### config.mk
export PLATFORM = sky130hd
export DESIGN_NAME = cset_stack
export DESIGN_NICKNAME = d
export VERILOG_FILES = /design/src/cset_pkg.sv /design/src/cset_ram.sv /design/src/cset_stack.sv
export SDC_FILE = /design/constraint.sdc
export NUM_CORES = 2
export LEC_CHECK = 0
export ABC_AREA = 0
export BUFFER_PORTS_ARGS = -buffer_cell sky130_fd_sc_hd__buf_4
export CORE_UTILIZATION = 48
export CTS_CLUSTER_DIAMETER = 60
export CTS_CLUSTER_SIZE = 40
export DETAILED_ROUTE_END_ITERATION = 8
export SLEW_MARGIN = 30
export SYNTH_ARGS = -nofsm -noshare
export SYNTH_HDL_FRONTEND = slang
export SYNTH_MEMORY_MAX_BITS = 65536
export SYNTH_SLANG_ARGS = --single-unit
### constraint.sdc
create_clock -name clk_i -period 9.45 [get_ports clk_i]
set_clock_uncertainty 0.15 [all_clocks]
set_input_delay 1.4175 -clock clk_i [delete_from_list [all_inputs] [get_ports clk_i]]
set_output_delay 1.4175 -clock clk_i [all_outputs]
set_load 0.005 [all_outputs]
### src/cset_pkg.sv
// Shared types, constants and helpers of the call-stack exclusive-time profiler.
package cset_pkg;

  localparam int NUM_FUNCS   = 256;
  localparam int STACK_DEPTH = 64;

  localparam int FUNC_W   = 8;
  localparam int STAMP_W  = 32;
  localparam int EXCL_W   = STAMP_W + 1;
  localparam int TOTAL_W  = 48;
  localparam int STATUS_W = 2;

  localparam int ROW_W = (NUM_FUNCS > 1) ? $clog2(NUM_FUNCS) : 1;
  localparam int SP_W  = (STACK_DEPTH > 1) ? $clog2(STACK_DEPTH) : 1;
  localparam int LVL_W = $clog2(STACK_DEPTH + 1);

  localparam logic OP_START = 1'b0;
  localparam logic OP_END   = 1'b1;

  typedef enum logic [STATUS_W-1:0] {
    ST_OK    = 2'd0,
    ST_OVER  = 2'd1,
    ST_UNDER = 2'd2
  } status_e;

  typedef enum logic [1:0] {
    S_IDLE,
    S_STACK,
    S_TABLE
  } state_e;

  // One stack entry; parent_sub holds the subcall time of the entry below it.
  typedef struct packed {
    logic [FUNC_W-1:0]  func_id;
    logic [STAMP_W-1:0] start;
    logic [EXCL_W-1:0]  parent_sub;
  } stk_entry_t;

  typedef struct packed {
    logic               push;
    logic               pop;
    logic [FUNC_W-1:0]  func_id;
    logic [STAMP_W-1:0] stamp;
  } stk_cmd_t;

  typedef struct packed {
    logic              full;
    logic              empty;
    logic [FUNC_W-1:0] done_id;
    logic [EXCL_W-1:0] excl;
  } stk_res_t;

  typedef struct packed {
    logic             rd;
    logic             wr;
    logic [ROW_W-1:0] row;
  } tbl_cmd_t;

  function automatic logic [ROW_W-1:0] func_row(input logic [FUNC_W-1:0] id);
    return ROW_W'(32'(id) % NUM_FUNCS);
  endfunction

endpackage

### src/cset_ram.sv
// Generic single-write, single-read RAM with registered read data.
module cset_ram #(
  parameter int WIDTH = 8,
  parameter int DEPTH = 16
) (
  input  logic                                   clk_i,
  input  logic                                   we_i,
  input  logic [((DEPTH > 1) ? $clog2(DEPTH) : 1)-1:0] waddr_i,
  input  logic [WIDTH-1:0]                       wdata_i,
  input  logic                                   re_i,
  input  logic [((DEPTH > 1) ? $clog2(DEPTH) : 1)-1:0] raddr_i,
  output logic [WIDTH-1:0]                       rdata_o
);

  logic [WIDTH-1:0] mem_q [DEPTH];

  always_ff @(posedge clk_i) begin
    if (we_i) begin
      mem_q[waddr_i] <= wdata_i;
    end
    if (re_i) begin
      rdata_o <= mem_q[raddr_i];
    end
  end

endmodule

### src/cset_stack.sv
// Call stack: entry memory, fill level and the subcall accumulator of the top call.
module cset_stack (
  input  logic                clk_i,
  input  logic                rst_ni,
  input  cset_pkg::stk_cmd_t  cmd_i,
  output cset_pkg::stk_res_t  res_o
);

  localparam int EntryW = $bits(cset_pkg::stk_entry_t);

  logic [cset_pkg::LVL_W-1:0]   level_q, level_d;
  logic [cset_pkg::LVL_W-1:0]   top_lvl;
  logic [cset_pkg::EXCL_W-1:0]  top_sub_q, top_sub_d;
  logic [cset_pkg::STAMP_W-1:0] stamp_q;
  logic                         pop_q;
  cset_pkg::stk_entry_t         wr_entry;
  cset_pkg::stk_entry_t         rd_entry;
  logic [EntryW-1:0]            rd_raw;
  logic [cset_pkg::STAMP_W-1:0] diff;
  logic [cset_pkg::EXCL_W-1:0]  incl;
  logic [cset_pkg::EXCL_W:0]    parent_sum;

  assign top_lvl = level_q - cset_pkg::LVL_W'(1);

  // The old top's subcall time moves into the new entry on a push and
  // comes back into the accumulator on the matching pop.
  assign wr_entry.func_id    = cmd_i.func_id;
  assign wr_entry.start      = cmd_i.stamp;
  assign wr_entry.parent_sub = top_sub_q;

  cset_ram #(
    .WIDTH (EntryW),
    .DEPTH (cset_pkg::STACK_DEPTH)
  ) u_stack_ram (
    .clk_i   (clk_i),
    .we_i    (cmd_i.push),
    .waddr_i (level_q[cset_pkg::SP_W-1:0]),
    .wdata_i (wr_entry),
    .re_i    (cmd_i.pop),
    .raddr_i (top_lvl[cset_pkg::SP_W-1:0]),
    .rdata_o (rd_raw)
  );

  assign rd_entry = cset_pkg::stk_entry_t'(rd_raw);

  assign diff       = stamp_q - rd_entry.start;
  assign incl       = {1'b0, diff} + cset_pkg::EXCL_W'(1);
  assign parent_sum = {1'b0, rd_entry.parent_sub} + {1'b0, incl};

  always_comb begin
    level_d   = level_q;
    top_sub_d = top_sub_q;
    if (cmd_i.push) begin
      level_d   = level_q + cset_pkg::LVL_W'(1);
      top_sub_d = '0;
    end else if (cmd_i.pop) begin
      level_d = top_lvl;
    end
    if (pop_q) begin
      top_sub_d = parent_sum[cset_pkg::EXCL_W] ? '1 : parent_sum[cset_pkg::EXCL_W-1:0];
    end
  end

  always_ff @(posedge clk_i or negedge rst_ni) begin
    if (!rst_ni) begin
      level_q   <= '0;
      top_sub_q <= '0;
      pop_q     <= 1'b0;
    end else begin
      level_q   <= level_d;
      top_sub_q <= top_sub_d;
      pop_q     <= cmd_i.pop;
    end
  end

  always_ff @(posedge clk_i) begin
    if (cmd_i.pop) begin
      stamp_q <= cmd_i.stamp;
    end
  end

  assign res_o.full    = (level_q == cset_pkg::LVL_W'(cset_pkg::STACK_DEPTH));
  assign res_o.empty   = (level_q == '0);
  assign res_o.done_id = rd_entry.func_id;
  assign res_o.excl    = (top_sub_q > incl) ? '0 : (incl - top_sub_q);

`ifndef NO_ASSERTIONS
  a_level_bound: assert property (@(posedge clk_i) disable iff (!rst_ni)
    level_q <= cset_pkg::LVL_W'(cset_pkg::STACK_DEPTH))
    else $error("stack level beyond depth");

  a_no_push_full: assert property (@(posedge clk_i) disable iff (!rst_ni)
    cmd_i.push |-> !res_o.full && !cmd_i.pop)
    else $error("push on full stack or together with pop");
`endif

endmodule

==> flow_summary.toml <==
[grt]
grt_max_degree = 140
grt_pass1_vias = 89760
grt_usage_pct = 27.02
antenna_found_initial = 29
grt_pass1_wl_um = 730700
overflow = 0

[synth]
synth_xor_area_share_pct = 0.5071
synth.area.top_cells = "edfxtp_1, mux4_2, ha_1"
ys_ff_latch = 4818
synth_compound_area_share_pct = 1.421
post_synth_num_cell_types = 81
synth_area_um2 = 188000
synth_top_cell_area_share_pct = 76.29
syn_nets = 8055
synthMuxAreaShare_pct = 18.39
postSynth.asyncResetShare_pct = 0.8510
ys_warn_count = 0
synth_edf_count = 4777
synth_top_area_cell = "edfxtp_1"
yosysSeqAreaShare_pct = 76.84
yosys.area_share.simple_pct = 1.134
synth_top_flop_cell = "edfxtp_1"
synth_top_family_by_area = "multiplexers"
avgSynthCellArea_um2 = 23.78
syn-instance-count = 7908
synthAdderAreaFrac_pct = 0.6974

[timing]
setup_viol = 0
period_share_pct = 96.51
hold_viol = 0
rsz0062_at_grt = "false"
setup_ws_ns = 0.3301
slew_violations = 0
fin_setup_tns_ns = 0
fmax_mhz = 109.7
tightest_slew_ns = 1.085
maxSlewHeadroom_pct = 27.67
final.min_clock_period_ns = 9.120

[critical_path]
path_buf_inv = 4
critPathCaptureType = "primary output"
critPathMaxFanout = 14
reg2reg_depth = 22
start_kind = "register"
worstPathCellList = "inv_1 -> ha_1 -> inv_1 -> fa_1 -> a211oi_2 -> nor2_1 -> xnor2_1 -> nand4b_4 -> or3_1 -> or4_4 -> or4b_4 -> or4_4 -> xnor2_2 -> ha_1 -> nand3_1 -> nor2_1 -> o2111ai_1 -> nand2_1 -> a211oi_4 -> buf_4 -> a21oi_1 -> buf_4"
crit_type = "reg2out"
cpMaxStageDelayCell = "or4b_4"
worst_path_dominant_cell_family = "simple AND/OR/NAND/NOR gates"
critPathMaxStageDelay_ns = 0.60
cp.required_ns = 7.88
cp.depth = 22
worstPathArrival_ns = 7.55

[die]
rows = 229
ioPinCount = 87
fp.dieW_um = 627.9
start_util_pct = 48.29
fp.dieH_um = 627.9
fp.coreArea_um2 = 389400
dieArea_um2 = 394200

[final_layout]
nets = 8399
final_area_um2 = 211300
area_delta_synth_final_pct = 12.38
mostFrequentLayoutCells = "edfxtp_1, mux4_2, clkbuf_16"
seqCellArea_um2 = 144500
multi_input_area_um2 = 42230
drive_above_1_share_pct = 31.20
fill_cells = 28910
final_common_cell = "edfxtp_1"

[drt]
wl_per_cell_um = 38.60
post-route-drc-count = 0
drt_wl_total_um = 531700
first_iter_violations = 12450
dr.pass1.iters = 7
viasPerCell = 6.517
dr_total_vias = 89760
ant_nets = 0

[power]
p_total_mw = 78.04
leakage_nw = 65.75
p_per_area_nw_per_um2 = 369.3
ir_worst_vdd_uv = 508.8

[placed_design]
port_buffers = 86
dpl_cell_area_um2 = 197400
dp_slack_ns = 1.186
finalWeightedCongestion = 0.8939
dp_hpwl_um = 291400

[outcome]
outcome = "finished, final reports clean"

[job]
cap_violations = 0

[worst_hold_path]
hp-class = "in2async"

[clock_tree]
cts_tree = "yes"
h-tree-depth = 5
root_buffer = "clkbuf_16"
cts_buffers = 362
clkTransAtPathRegs_ns = 0.08
cts_buffer_depth = 4
cts_sinks = 4818
clk_latency_ns = 1.02
registers in the layout, summed over array words and instances (netlist names):
name,cells
level_q,7
pop_q,1
stamp_q,32
top_sub_q,33
u_stack_ram.mem_q,4672
u_stack_ram.rdata_o,73
Yosys cell counts (all sizes together) (62+ instances only):
master	n
edfxtp	4777
mux4	1533
clkbuf	301
nor2	183
a21oi	106
ha	100
buf	98
inv	94
nand2	77
o21ai	70
xnor2	66
a21o	62
report_power, final:
part	switching (mW)	internal, mW	total [mW]	leakage (nW)
registers	0.454	26.2	26.7	43.6
clock network	8.88	8.48	17.4	6.56
logic	19.6	14.4	34.0	15.6
total	29.0	49.1	78.0	65.7
what timing repair did:
action | in CTS | in global routing
setup buffers | 0 | 0
gates resized for setup | 0 | 3
endpoints found under the setup margin | 0 | 15
hold buffers | 0 | 0
layout make-up:
cell class,count,area share (%)
Antenna cell,8,0.009474
Clock buffer,374,4.318
Clock inverter,306,2.152
Inverter,94,0.1670
Multi-Input combinational cell,2597,19.99
Sequential cell,4818,68.38
Tap cell,5197,3.077
Timing Repair Buffer,379,1.913
path summary, 6_finish.rpt:
path / slack [ns] / startpoint / endpoint
worst max-delay path: 0.33 / stamp_q[0] / res_o[30]
worst min-delay path: 0.27 / rst_ni / level_q[6]
worst max register to register: 2.55 / stamp_q[0] / top_sub_q[30]
worst min register to register: 0.42 / level_q[6] / level_q[6]
max in group asynchronous: 8.11 / rst_ni / top_sub_q[20]
min in group clk_i: 0.42 / level_q[6] / level_q[6]
kinds of logic (layout without fill, tap and decap cells):
family                   after synthesis  after routing
AO/OA/AOI/OAI                        404            404
XOR/XNOR                             108            108
adder cells (fa/ha/maj)              103            103
buffers and inverters                493           1153
flip-flops                          4818           4818
multiplexers                        1538           1538
other                                  0              8
AND/OR/NAND/NOR                      444            444
worst reg2reg max path: stages (launching register included):
cell and delay, ns:
edfxtp_1 0.36, inv_1 0.07, ha_1 0.19, inv_1 0.06
fa_1 0.43, a211oi_2 0.30, nor2_1 0.12, xnor2_1 0.39
nand4b_4 0.16, or3_1 0.46, or4_4 0.48, or4b_4 0.60
or4_4 0.45, xnor2_2 0.17, ha_1 0.41, a21o_1 0.21
a21o_1 0.17, a21o_1 0.16, a21oi_1 0.14, o21a_1 0.18
nand2_1 0.47, o31ai_1 0.44, o31ai_1 0.12
stage by stage:
step                hold slack [ns]  cells  utilization, %
floorplan                    0.3791   7908               -
global placement             0.4027  13040           50.44
detailed placement           0.4073  13080           50.69
CTS                          0.2848  13760           54.20
global route                 0.2848  13770           54.26
finish                       0.2723  13770           54.27
metal layers:
layer / up-vias / GRT usage, % / part of all wire (%)
met4: 12 / 9.381 / 4.0
li1: 34850 / - / -
met2: 4478 / 44.11 / 49
met1: 49600 / 37.59 / 39
met5: - / 0 / 0.014
met3: 815 / 3.979 / 8.0
Power figures use the tool's default switching activity.
